File: src/rtl/clp_pkg.sv
// clp_pkg: shared types and constants of the coordinate line parser
// used by clp_ctrl, clp_dp and coordinate_line_parser_top
package clp_pkg;

  localparam int LINE_LEN_DEF    = 32;
  localparam int FRAC_BITS_DEF   = 8;
  localparam int VALUE_WIDTH_DEF = 32;

  localparam logic [7:0] CH_NEWLINE = 8'd10;
  localparam logic [7:0] CH_SPACE   = 8'd32;
  localparam logic [7:0] CH_TAB     = 8'd9;
  localparam logic [7:0] CH_CR      = 8'd13;
  localparam logic [7:0] CH_PLUS    = 8'h2b;
  localparam logic [7:0] CH_MINUS   = 8'h2d;
  localparam logic [7:0] CH_DOT     = 8'h2e;
  localparam logic [7:0] CH_ZERO    = 8'h30;
  localparam logic [7:0] CH_NINE    = 8'h39;
  localparam logic [7:0] CH_EQ      = 8'h3d;
  localparam logic [7:0] CH_UP_N    = 8'h4e;
  localparam logic [7:0] CH_LO_O    = 8'h6f;
  localparam logic [7:0] CH_LO_N    = 8'h6e;
  localparam logic [7:0] CH_LO_E    = 8'h65;
  localparam logic [7:0] CH_UP_X    = 8'h58;
  localparam logic [7:0] CH_UP_Y    = 8'h59;

  typedef enum logic [1:0] {
    KIND_NONE    = 2'd0,
    KIND_COORD   = 2'd1,
    KIND_NOMATCH = 2'd2
  } kind_t;

  typedef struct packed {
    logic rx_write;
    logic rx_newline;
    logic scan_step;
    logic scan_done;
    logic set_none;
    logic set_nomatch;
    logic set_coord;
    logic parse_start;
    logic parse_step;
    logic fwd_done;
    logic rd_prev;
    logic back_step;
    logic commit;
    logic sel_y;
    logic load_out;
  } cmd_t;

  typedef struct packed {
    logic is_newline;
    logic scan_end;
    logic byte_zero;
    logic found_none;
    logic found_x;
    logic found_y;
    logic fwd_end;
    logic fwd_stop;
    logic has_dot;
    logic back_end;
  } status_t;

endpackage

File: src/rtl/clp_ctrl.sv
// clp_ctrl: sequencer for byte intake, line scan and value conversion
// depends on clp_pkg
module clp_ctrl (
  input  logic             clk,
  input  logic             rst_n,
  input  logic             in_valid,
  output logic             in_stall,
  output logic             out_valid,
  input  logic             out_stall,
  input  clp_pkg::status_t st,
  output clp_pkg::cmd_t    cmd
);
  import clp_pkg::*;

  typedef enum logic [3:0] {
    S_IDLE, S_SCAN_RD, S_SCAN_EV, S_DECIDE, S_P_RD, S_P_EV, S_B_RD, S_B_EV, S_FIN, S_OUT
  } state_t;

  state_t state_r, state_nxt;
  logic   sel_y_r, sel_y_nxt;
  logic   out_valid_r, out_valid_nxt;

  always_comb begin
    cmd           = '0;
    cmd.sel_y     = sel_y_r;
    state_nxt     = state_r;
    sel_y_nxt     = sel_y_r;
    out_valid_nxt = out_valid_r && out_stall;
    case (state_r)
      S_IDLE: begin
        if (in_valid) begin
          if (st.is_newline) begin
            cmd.rx_newline = 1'b1;
            state_nxt      = S_SCAN_RD;
          end else begin
            cmd.rx_write = 1'b1;
          end
        end
      end
      S_SCAN_RD: begin
        if (st.scan_end) begin
          cmd.scan_done = 1'b1;
          state_nxt     = S_DECIDE;
        end else begin
          state_nxt = S_SCAN_EV;
        end
      end
      S_SCAN_EV: begin
        if (st.byte_zero) begin
          cmd.scan_done = 1'b1;
          state_nxt     = S_DECIDE;
        end else begin
          cmd.scan_step = 1'b1;
          state_nxt     = S_SCAN_RD;
        end
      end
      S_DECIDE: begin
        if (st.found_none) begin
          cmd.set_none = 1'b1;
          state_nxt    = S_OUT;
        end else if (st.found_x && st.found_y) begin
          cmd.parse_start = 1'b1;
          cmd.sel_y       = 1'b0;
          sel_y_nxt       = 1'b0;
          state_nxt       = S_P_RD;
        end else begin
          cmd.set_nomatch = 1'b1;
          state_nxt       = S_OUT;
        end
      end
      S_P_RD: begin
        if (st.fwd_end) begin
          cmd.fwd_done = 1'b1;
          state_nxt    = S_B_RD;
        end else begin
          state_nxt = S_P_EV;
        end
      end
      S_P_EV: begin
        if (st.fwd_stop) begin
          cmd.fwd_done = 1'b1;
          state_nxt    = S_B_RD;
        end else begin
          cmd.parse_step = 1'b1;
          state_nxt      = S_P_RD;
        end
      end
      S_B_RD: begin
        if (!st.has_dot || st.back_end) begin
          state_nxt = S_FIN;
        end else begin
          cmd.rd_prev = 1'b1;
          state_nxt   = S_B_EV;
        end
      end
      S_B_EV: begin
        cmd.back_step = 1'b1;
        state_nxt     = S_B_RD;
      end
      S_FIN: begin
        cmd.commit = 1'b1;
        if (sel_y_r) begin
          cmd.set_coord = 1'b1;
          state_nxt     = S_OUT;
        end else begin
          sel_y_nxt = 1'b1;
          state_nxt = S_P_RD;
        end
      end
      S_OUT: begin
        if (!out_valid_r || !out_stall) begin
          cmd.load_out  = 1'b1;
          out_valid_nxt = 1'b1;
          state_nxt     = S_IDLE;
        end
      end
      default: state_nxt = S_IDLE;
    endcase
    // second parse starts in the same cycle as the first commit
    if (state_r == S_FIN && !sel_y_r) begin
      cmd.parse_start = 1'b1;
    end
  end

  always_ff @(posedge clk) begin
    if (!rst_n) begin
      state_r     <= S_IDLE;
      sel_y_r     <= 1'b0;
      out_valid_r <= 1'b0;
    end else begin
      state_r     <= state_nxt;
      sel_y_r     <= sel_y_nxt;
      out_valid_r <= out_valid_nxt;
    end
  end

  assign in_stall  = (state_r != S_IDLE);
  assign out_valid = out_valid_r;

endmodule

File: src/rtl/clp_dp.sv
// clp_dp: line store, key search, decimal to fixed point conversion, held values
// depends on clp_pkg, driven by clp_ctrl
module clp_dp #(
  parameter int LINE_LEN    = clp_pkg::LINE_LEN_DEF,
  parameter int FRAC_BITS   = clp_pkg::FRAC_BITS_DEF,
  parameter int VALUE_WIDTH = clp_pkg::VALUE_WIDTH_DEF
) (
  input  logic                          clk,
  input  logic                          rst_n,
  input  logic [7:0]                    rx_byte,
  input  clp_pkg::cmd_t                 cmd,
  output clp_pkg::status_t              st,
  output logic [1:0]                    line_kind,
  output logic                          none_flag,
  output logic signed [VALUE_WIDTH-1:0] x_value,
  output logic signed [VALUE_WIDTH-1:0] y_value
);
  import clp_pkg::*;

  localparam int AW = (LINE_LEN > 1) ? $clog2(LINE_LEN) : 1;
  localparam int PW = $clog2(LINE_LEN + 1);
  localparam int VW = VALUE_WIDTH;
  localparam int FB = FRAC_BITS;
  localparam int FW = FB + 5;
  localparam int SH = FW + 4;
  localparam int PRW = FW + SH + 1;
  localparam logic [VW:0] LIM = (VW + 1)'(1) << (VW - 1);
  localparam logic [VW:0] IP_LIM = LIM / 10;
  localparam logic [VW:0] IP_SAT = LIM >> FB;
  localparam logic [SH:0] RECIP = (((SH + 1)'(1) << SH) + (SH + 1)'(9)) / 10;

  typedef enum logic [1:0] {PH_WS, PH_INT, PH_FRAC} phase_t;

  logic [7:0]    mem_r [LINE_LEN];
  logic [7:0]    rd_data_r;
  logic [AW-1:0] wp_r;
  logic [PW-1:0] ptr_r, lim_r, len_r, px_r, py_r, fs_r;
  logic [7:0]    w1_r, w2_r, w3_r;
  logic          fn_r, fx_r, fy_r;
  phase_t        phase_r;
  logic          neg_r, has_dot_r;
  logic [VW:0]   ip_r;
  logic [FB:0]   frac_r;
  kind_t         kind_r;
  logic [VW-1:0] held_x_r, held_y_r;
  logic          held_none_r;
  logic [1:0]    out_kind_r;
  logic          out_none_r;
  logic [VW-1:0] out_x_r, out_y_r;

  logic [PW-1:0] rd_ptr;
  logic [7:0]    b;
  logic          is_dig, is_ws, is_sign, is_dot, consume;
  logic [3:0]    dig;
  logic [VW:0]   ip_upd;
  logic [FW-1:0] bv;
  logic [PRW-1:0] prod;
  logic [FB+1:0] fr_sum;
  logic [FB:0]   fr;
  logic [VW:0]   mag, mag_neg, mag_pos;
  logic [VW-1:0] value;

  assign rd_ptr  = cmd.rd_prev ? ptr_r - 1'b1 : ptr_r;
  assign b       = rd_data_r;
  assign is_dig  = (b >= CH_ZERO) && (b <= CH_NINE);
  assign is_ws   = (b == CH_SPACE) || ((b >= CH_TAB) && (b <= CH_CR));
  assign is_sign = (b == CH_PLUS) || (b == CH_MINUS);
  assign is_dot  = (b == CH_DOT);
  assign dig     = b[3:0];

  always_comb begin
    case (phase_r)
      PH_WS:   consume = is_ws || is_sign || is_dig || is_dot;
      PH_INT:  consume = is_dig || is_dot;
      PH_FRAC: consume = is_dig;
      default: consume = 1'b0;
    endcase
  end

  assign ip_upd = (ip_r > IP_LIM) ? LIM + 1'b1
                : (ip_r << 3) + (ip_r << 1) + (VW + 1)'(dig);
  assign bv     = (FW'(dig) << (FB + 1)) + FW'(frac_r);
  assign prod   = PRW'(bv) * PRW'(RECIP);
  assign fr_sum = (FB + 2)'(frac_r) + 1'b1;
  assign fr     = fr_sum[FB+1:1];
  assign mag    = (ip_r > IP_SAT) ? LIM : (ip_r << FB) + (VW + 1)'(fr);
  assign mag_neg = (mag > LIM) ? LIM : mag;
  assign mag_pos = (mag > LIM - 1'b1) ? LIM - 1'b1 : mag;
  assign value  = neg_r ? VW'((VW + 1)'(0) - mag_neg) : mag_pos[VW-1:0];

  always_comb begin
    st            = '0;
    st.is_newline = (rx_byte == CH_NEWLINE);
    st.scan_end   = (ptr_r == lim_r);
    st.byte_zero  = (b == 8'd0);
    st.found_none = fn_r;
    st.found_x    = fx_r;
    st.found_y    = fy_r;
    st.fwd_end    = (ptr_r == len_r);
    st.fwd_stop   = !consume;
    st.has_dot    = has_dot_r;
    st.back_end   = (ptr_r == fs_r);
  end

  // line store, synchronous read
  always_ff @(posedge clk) begin
    if (cmd.rx_write) begin
      mem_r[wp_r] <= rx_byte;
    end
    rd_data_r <= mem_r[rd_ptr[AW-1:0]];
  end

  always_ff @(posedge clk) begin
    if (!rst_n) begin
      wp_r        <= '0;
      held_x_r    <= '0;
      held_y_r    <= '0;
      held_none_r <= 1'b1;
    end else begin
      if (cmd.rx_write) begin
        wp_r <= (wp_r == AW'(LINE_LEN - 1)) ? '0 : wp_r + 1'b1;
      end
      if (cmd.rx_newline) begin
        wp_r <= '0;
      end
      if (cmd.set_none) begin
        held_none_r <= 1'b1;
      end
      if (cmd.set_coord) begin
        held_none_r <= 1'b0;
      end
      if (cmd.commit) begin
        if (cmd.sel_y) begin
          held_y_r <= value;
        end else begin
          held_x_r <= value;
        end
      end
    end
  end

  always_ff @(posedge clk) begin
    if (cmd.rx_newline) begin
      lim_r <= PW'(wp_r);
      ptr_r <= '0;
      fn_r  <= 1'b0;
      fx_r  <= 1'b0;
      fy_r  <= 1'b0;
      w1_r  <= '0;
      w2_r  <= '0;
      w3_r  <= '0;
    end
    if (cmd.scan_step) begin
      if (!fn_r && w3_r == CH_UP_N && w2_r == CH_LO_O && w1_r == CH_LO_N && b == CH_LO_E) begin
        fn_r <= 1'b1;
      end
      if (!fx_r && w1_r == CH_UP_X && b == CH_EQ) begin
        fx_r <= 1'b1;
        px_r <= ptr_r + 1'b1;
      end
      if (!fy_r && w1_r == CH_UP_Y && b == CH_EQ) begin
        fy_r <= 1'b1;
        py_r <= ptr_r + 1'b1;
      end
      w3_r  <= w2_r;
      w2_r  <= w1_r;
      w1_r  <= b;
      ptr_r <= ptr_r + 1'b1;
    end
    if (cmd.scan_done) begin
      len_r <= ptr_r;
    end
    if (cmd.parse_start) begin
      // the Y parse starts in the same cycle as the X commit
      ptr_r     <= cmd.commit ? py_r : px_r;
      phase_r   <= PH_WS;
      neg_r     <= 1'b0;
      has_dot_r <= 1'b0;
      ip_r      <= '0;
      frac_r    <= '0;
      fs_r      <= '0;
    end
    if (cmd.parse_step) begin
      ptr_r <= ptr_r + 1'b1;
      if (is_dig) begin
        if (phase_r != PH_FRAC) begin
          ip_r    <= ip_upd;
          phase_r <= PH_INT;
        end
      end else if (is_dot) begin
        phase_r   <= PH_FRAC;
        has_dot_r <= 1'b1;
        fs_r      <= ptr_r + 1'b1;
      end else if (is_sign) begin
        neg_r   <= (b == CH_MINUS);
        phase_r <= PH_INT;
      end
    end
    if (cmd.back_step) begin
      frac_r <= prod[SH+FB:SH];
      ptr_r  <= ptr_r - 1'b1;
    end
    if (cmd.set_none) begin
      kind_r <= KIND_NONE;
    end
    if (cmd.set_nomatch) begin
      kind_r <= KIND_NOMATCH;
    end
    if (cmd.set_coord) begin
      kind_r <= KIND_COORD;
    end
    if (cmd.load_out) begin
      out_kind_r <= kind_r;
      out_none_r <= held_none_r;
      out_x_r    <= held_x_r;
      out_y_r    <= held_y_r;
    end
  end

  assign line_kind = out_kind_r;
  assign none_flag = out_none_r;
  assign x_value   = out_x_r;
  assign y_value   = out_y_r;

endmodule

File: src/rtl/coordinate_line_parser_top.sv
// coordinate_line_parser_top: top level of the coordinate line parser
// depends on clp_pkg, clp_ctrl and clp_dp
//
// input channel: one received character per request on in_rx_byte
// (in_valid / in_stall). ordinary characters go into a line store of
// LINE_LEN entries, one per cycle, and produce no result. a newline ends
// the line and produces exactly one result request on the out_ channel:
// line kind, held none flag and held X and Y in signed fixed point.
// after a newline the block raises in_stall while it walks the line:
// a key scan over the stored bytes, then per value a forward pass over
// its characters and a backward pass over its fraction digits, one
// byte at a time through the single read port of the line store.
// the result sits in an output register until taken; ordinary characters
// are taken meanwhile, a later newline waits at the end of its walk while
// the receiver stalls.
// reset clears the write index, X and Y to zero and sets the none flag.
module coordinate_line_parser_top #(
  parameter int LINE_LEN    = clp_pkg::LINE_LEN_DEF,
  parameter int FRAC_BITS   = clp_pkg::FRAC_BITS_DEF,
  parameter int VALUE_WIDTH = clp_pkg::VALUE_WIDTH_DEF
) (
  input  logic                          clk,
  input  logic                          rst_n,
  input  logic                          in_valid,
  output logic                          in_stall,
  input  logic [7:0]                    in_rx_byte,
  output logic                          out_valid,
  input  logic                          out_stall,
  output logic [1:0]                    out_line_kind,
  output logic                          out_none_flag,
  output logic signed [VALUE_WIDTH-1:0] out_x_value,
  output logic signed [VALUE_WIDTH-1:0] out_y_value
);
  import clp_pkg::*;

  cmd_t    cmd;
  status_t st;

  clp_ctrl u_ctrl (
    .clk       (clk),
    .rst_n     (rst_n),
    .in_valid  (in_valid),
    .in_stall  (in_stall),
    .out_valid (out_valid),
    .out_stall (out_stall),
    .st        (st),
    .cmd       (cmd)
  );

  clp_dp #(
    .LINE_LEN    (LINE_LEN),
    .FRAC_BITS   (FRAC_BITS),
    .VALUE_WIDTH (VALUE_WIDTH)
  ) u_dp (
    .clk       (clk),
    .rst_n     (rst_n),
    .rx_byte   (in_rx_byte),
    .cmd       (cmd),
    .st        (st),
    .line_kind (out_line_kind),
    .none_flag (out_none_flag),
    .x_value   (out_x_value),
    .y_value   (out_y_value)
  );

endmodule

File: config.mk
export PLATFORM = sky130hd
export DESIGN_NAME = coordinate_line_parser_top
export DESIGN_NICKNAME = d
export VERILOG_FILES = /design/src/rtl/clp_pkg.sv /design/src/rtl/clp_ctrl.sv /design/src/rtl/clp_dp.sv /design/src/rtl/coordinate_line_parser_top.sv
export SDC_FILE = /design/constraint.sdc
export NUM_CORES = 1
export LEC_CHECK = 0
export ABC_AREA = 1
export ABC_CLOCK_PERIOD_IN_PS = 4450
export BUFFER_PORTS_ARGS = -buffer_cell sky130_fd_sc_hd__clkbuf_2
export CORE_UTILIZATION = 55
export CTS_BUF_LIST = sky130_fd_sc_hd__clkbuf_8 sky130_fd_sc_hd__clkbuf_16
export DETAILED_ROUTE_END_ITERATION = 6
export GPL_ROUTABILITY_DRIVEN = 0
export HOLD_SLACK_MARGIN = 0.08
export PLACE_DENSITY = 0.75
export SLEW_MARGIN = 30
export SYNTH_ARGS = -nofsm -noshare
export SYNTH_HDL_FRONTEND = slang
export SYNTH_SLANG_ARGS = --single-unit
File: constraint.sdc
create_clock -name clk -period 4.45 [get_ports clk]
set_clock_uncertainty 0.05 [all_clocks]
set_input_delay 0.445 -clock clk [delete_from_list [all_inputs] [get_ports clk]]
set_output_delay 0.445 -clock clk [all_outputs]
set_load 0.005 [all_outputs]
==> insert_results.sql <==
INSERT INTO impl_metrics (metric_group, metric, value, unit) VALUES
('run_status', 'status', 'finished, violations left', ''),
('run_status', 'failed_checks', 'negative setup slack', ''),
('detailed_routing', 'number_of_drc_markers_after_the_initial_detailed_route_iteration', '2091', ''),
('setup_path', 'setup.worst_path.start_class', 'register', ''),
('timing', 'timing.final.max_slew_violations', '0', ''),
('setup_path', 'critical-path-max-stage-delay', '580', 'ps'),
('timing', 'final.min_clock_period', '4600', 'ps'),
('flow_run', 'max_cap_violations', '0', ''),
('timing', 'post-route-worst-setup-slack', '-150', 'ps'),
('yosys', 'yosys_register_bits', '517', ''),
('yosys', 'postSynthCellCount', '2856', ''),
('detailed_routing', 'drc_errors', '0', ''),
('setup_path', 'criticalPathCategory', 'register to register', ''),
('yosys', 'synth.top_cell.area_share', '41.7', '%'),
('setup_path', 'path_cells', 'ha_1, inv_2, fa_1, fa_2, inv_2, fa_2, fa_1, ha_4, a21oi_2, o21ai_2, a21oi_2, o21a_2, o21ai_2, a21o_1, o21ai_1, a21oi_1', ''),
('clock_tree', 'root_buffer', 'clkbuf_16', ''),
('setup_path', 'crit_required', '4750', 'ps'),
('die', 'core_area', '0.0494', 'sq mm'),
('die', 'die_w', '226', 'microns'),
('timing', 'grt_setup_unrepaired', 'true', ''),
('final_layout', 'mostFrequentLayoutCell', 'edfxtp_1', ''),
('timing', 'finalSetupViolations', '5', ''),
('timing', 'period_share', '103', '%'),
('final_layout', 'multi_input_comb_area', '0.0122', 'sq mm'),
('global_route', 'overflow', '0', ''),
('timing', 'maxSlewHeadroom', '37.7', '%'),
('final_layout', 'fillCellCount', '3823', ''),
('detailed_routing', 'routed_wire_length_per_instance', '19.2', 'microns'),
('detailed_routing', 'vias_per_cell', '5.97', ''),
('final_layout', 'antenna_cells_inserted', '0', ''),
('clock_tree', 'cts_buffer_depth', '3', ''),
('placement', 'detailed_place_hpwl', '48200', 'microns'),
('global_route', 'largest_net_degree_at_the_start_of_global_routing', '129', ''),
('timing', 'hold_viol_final', '0', ''),
('yosys', 'mappedNetlistArea', '0.0277', 'sq mm'),
('clock_tree', 'cts_buf_count', '49', ''),
('clock_tree', 'htree_num_levels', '2', ''),
('die', 'row_count', '81', ''),
('setup_path', 'cpMaxStageDelayCell', 'fa_2', ''),
('global_route', 'grt_util_all_layers', '27.4', '%'),
('power', 'power_density', '328', 'mW/mm^2'),
('yosys', 'synth_top_cells_by_area', 'edfxtp_1 42%, dfxtp_1 9.5%, ha_1 7.3%, nand2_1 5.1%, nor2_1 4.9%', ''),
('yosys', 'synth_enable_flop_cells', '385', ''),
('final_layout', 'drive_gt1_share', '12.9', '%'),
('die', 'initial_utilization', '56.2', '%'),
('yosys', 'yosysSeqAreaShare', '51.2', '%'),
('die', 'io-pin-count', '81', ''),
('global_route', 'antenna_found_initial', '0', ''),
('yosys', 'postSynth.topFlopCell', 'edfxtp_1', ''),
('detailed_routing', 'dr_total_vias', '22100', ''),
('power', 'totalPowerFinal', '10.3', 'mW'),
('final_layout', 'flow.area_growth_from_synthesis', '13.4', '%'),
('timing', 'clock.fmax', '217', 'MHz'),
('clock_tree', 'tritoncts', 'yes', ''),
('setup_path', 'timing.critical_path.arrival', '4900', 'ps'),
('final_layout', 'final_cell_mix', '385 x edfxtp_1, 364 x nand2_1, 353 x nor2_1', ''),
('die', 'fp.dieArea', '0.0513', 'sq mm'),
('final_layout', 'num-nets-final', '3208', ''),
('global_route', 'first_pass_grt_wire_length', '111000', 'microns'),
('yosys', 'yosysUniqueCellTypes', '59', ''),
('setup_path', 'cp_num_buf_inv', '2', ''),
('setup_path', 'cp_top_family', 'adder cells', ''),
('timing', 'worstMarginPinSlew', '930', 'ps'),
('yosys', 'synth.avg_cell_area', '9.70', 'sq um'),
('detailed_routing', 'drt_first_pass_iters', '6', ''),
('detailed_routing', 'total_wirelength_of_the_detailed_routed_design', '70800', 'microns'),
('yosys', 'synthesis.yosys.warnings', '0', ''),
('die', 'die_height', '226', 'microns'),
('clock_tree', 'clk_latency', '600', 'ps'),
('yosys', 'mappedNetlistNets', '3075', ''),
('setup_path', 'setup.worst_path.end_class', 'register', '');
## cell families (layout without fill, tap and decap cells)
kind of cell,count (synthesis),after routing,share of synthesized area [%]
AO/OA/AOI/OAI,629,629,14.6
buffers and inverters,436,610,6.22
adder cells (fa/ha/maj),207,207,10.6
flip-flops,517,517,51.2
AND/OR/NAND/NOR,1007,1007,15.5
XOR/XNOR,60,60,1.90
## state kept, by name, indices dropped and copies added (netlist names), 2 cells and up
register and count:
u_dp.mem_r 256, u_dp.ip_r 33, u_dp.held_x_r 32, u_dp.held_y_r 32, u_dp.x_value 32, u_dp.y_value 32, u_dp.frac_r 9, u_dp.b 8
u_dp.w1_r 8, u_dp.w2_r 8, u_dp.w3_r 8, u_dp.fs_r 6, u_dp.len_r 6, u_dp.ptr_r 6, u_dp.px_r 6, u_dp.py_r 6
u_dp.lim_r 5, u_dp.wp_r 5, u_ctrl.state_r 4, u_dp.kind_r 2, u_dp.line_kind 2, u_dp.phase_r 2
## final cells by class
cell class | count | share of cell area (%)
well taps | 664 | 2.64
multi-input cells | 1903 | 38.8
flip-flops and latches | 517 | 45.2
repair buffers | 189 | 4.12
clock inverters | 39 | 1.22
inverters | 329 | 3.93
clock buffers | 53 | 4.11
## final timing paths
kind	cells after the start	end	startpoint	slack (ps)
worst max-delay path	16	u_dp.frac_r[7]	u_dp.frac_r[5]	-150
worst min-delay path	2	u_dp.mem_r[4][6]	in_rx_byte[6]	330
worst max register to register	16	u_dp.frac_r[7]	u_dp.frac_r[5]	-150
worst min register to register	0	u_dp.y_value[1]	u_dp.held_y_r[1]	370
## repair_timing
action	in CTS	in global routing
gates resized for setup	23	62
hold buffers	1	0
hold endpoints to repair	1	0
endpoints found under the setup margin	7	42
pin swaps	18	30
setup buffers	7	4
## where the power goes
part / switching, mW / internal [mW]
Clock: 1.84 / 2.50
Sequential: 0.0594 / 5.20
Combinational: 0.454 / 0.241
## per-stage QoR
| stage | area (sq um) | hold slack [ps] | cells | util, % |
|---|---|---|---|---|
| finish | 31400 | 326 | 3694 | 63.7 |
| global route | 31400 | 333 | 3694 | 63.7 |
| CTS | 31200 | 306 | 3690 | 63.1 |
| detailed placement | 29300 | 359 | 3590 | 59.4 |
| global placement | 29300 | 362 | 3590 | 59.4 |
| floorplan | 27800 | 353 | 2856 | - |
## cells in the mapped netlist, types with 5 or more instances
cell,number
inv_1,311
fa_1,45
o21bai_1,82
nand4_1,29
o21ai_1,17
a31oi_1,20
nor2_1,365
dfxtp_1,132
nand3_1,148
edfxtp_1,385
nor4_1,13
o221ai_1,67
a21oi_1,110
or2_2,6
clkbuf_1,69
o41ai_1,13
nand2_2,7
o21ai_0,210
o311ai_0,6
nor3_1,34
ha_1,162
o32ai_1,12
buf_1,10
nand2_1,374
o31ai_1,18
xor2_1,41
buf_2,19
o21a_1,31
buf_6,6
nor2_2,8
o211ai_1,5
inv_2,16
nand3b_1,5
xnor2_1,19
## metal layers
| layer | vias to the layer above | track usage, % | wire (microns) |
|---|---|---|---|
| met3 | 235 | 3.12 | 4060 |
| met2 | 924 | 48.4 | 36000 |
| met4 | 0 | 13.4 | 3290 |
| met5 | - | 0 | 0 |
| met1 | 10600 | 33.1 | 27500 |
| li1 | 10300 | - | - |
No activity file was read; power rests on OpenSTA's default activity.
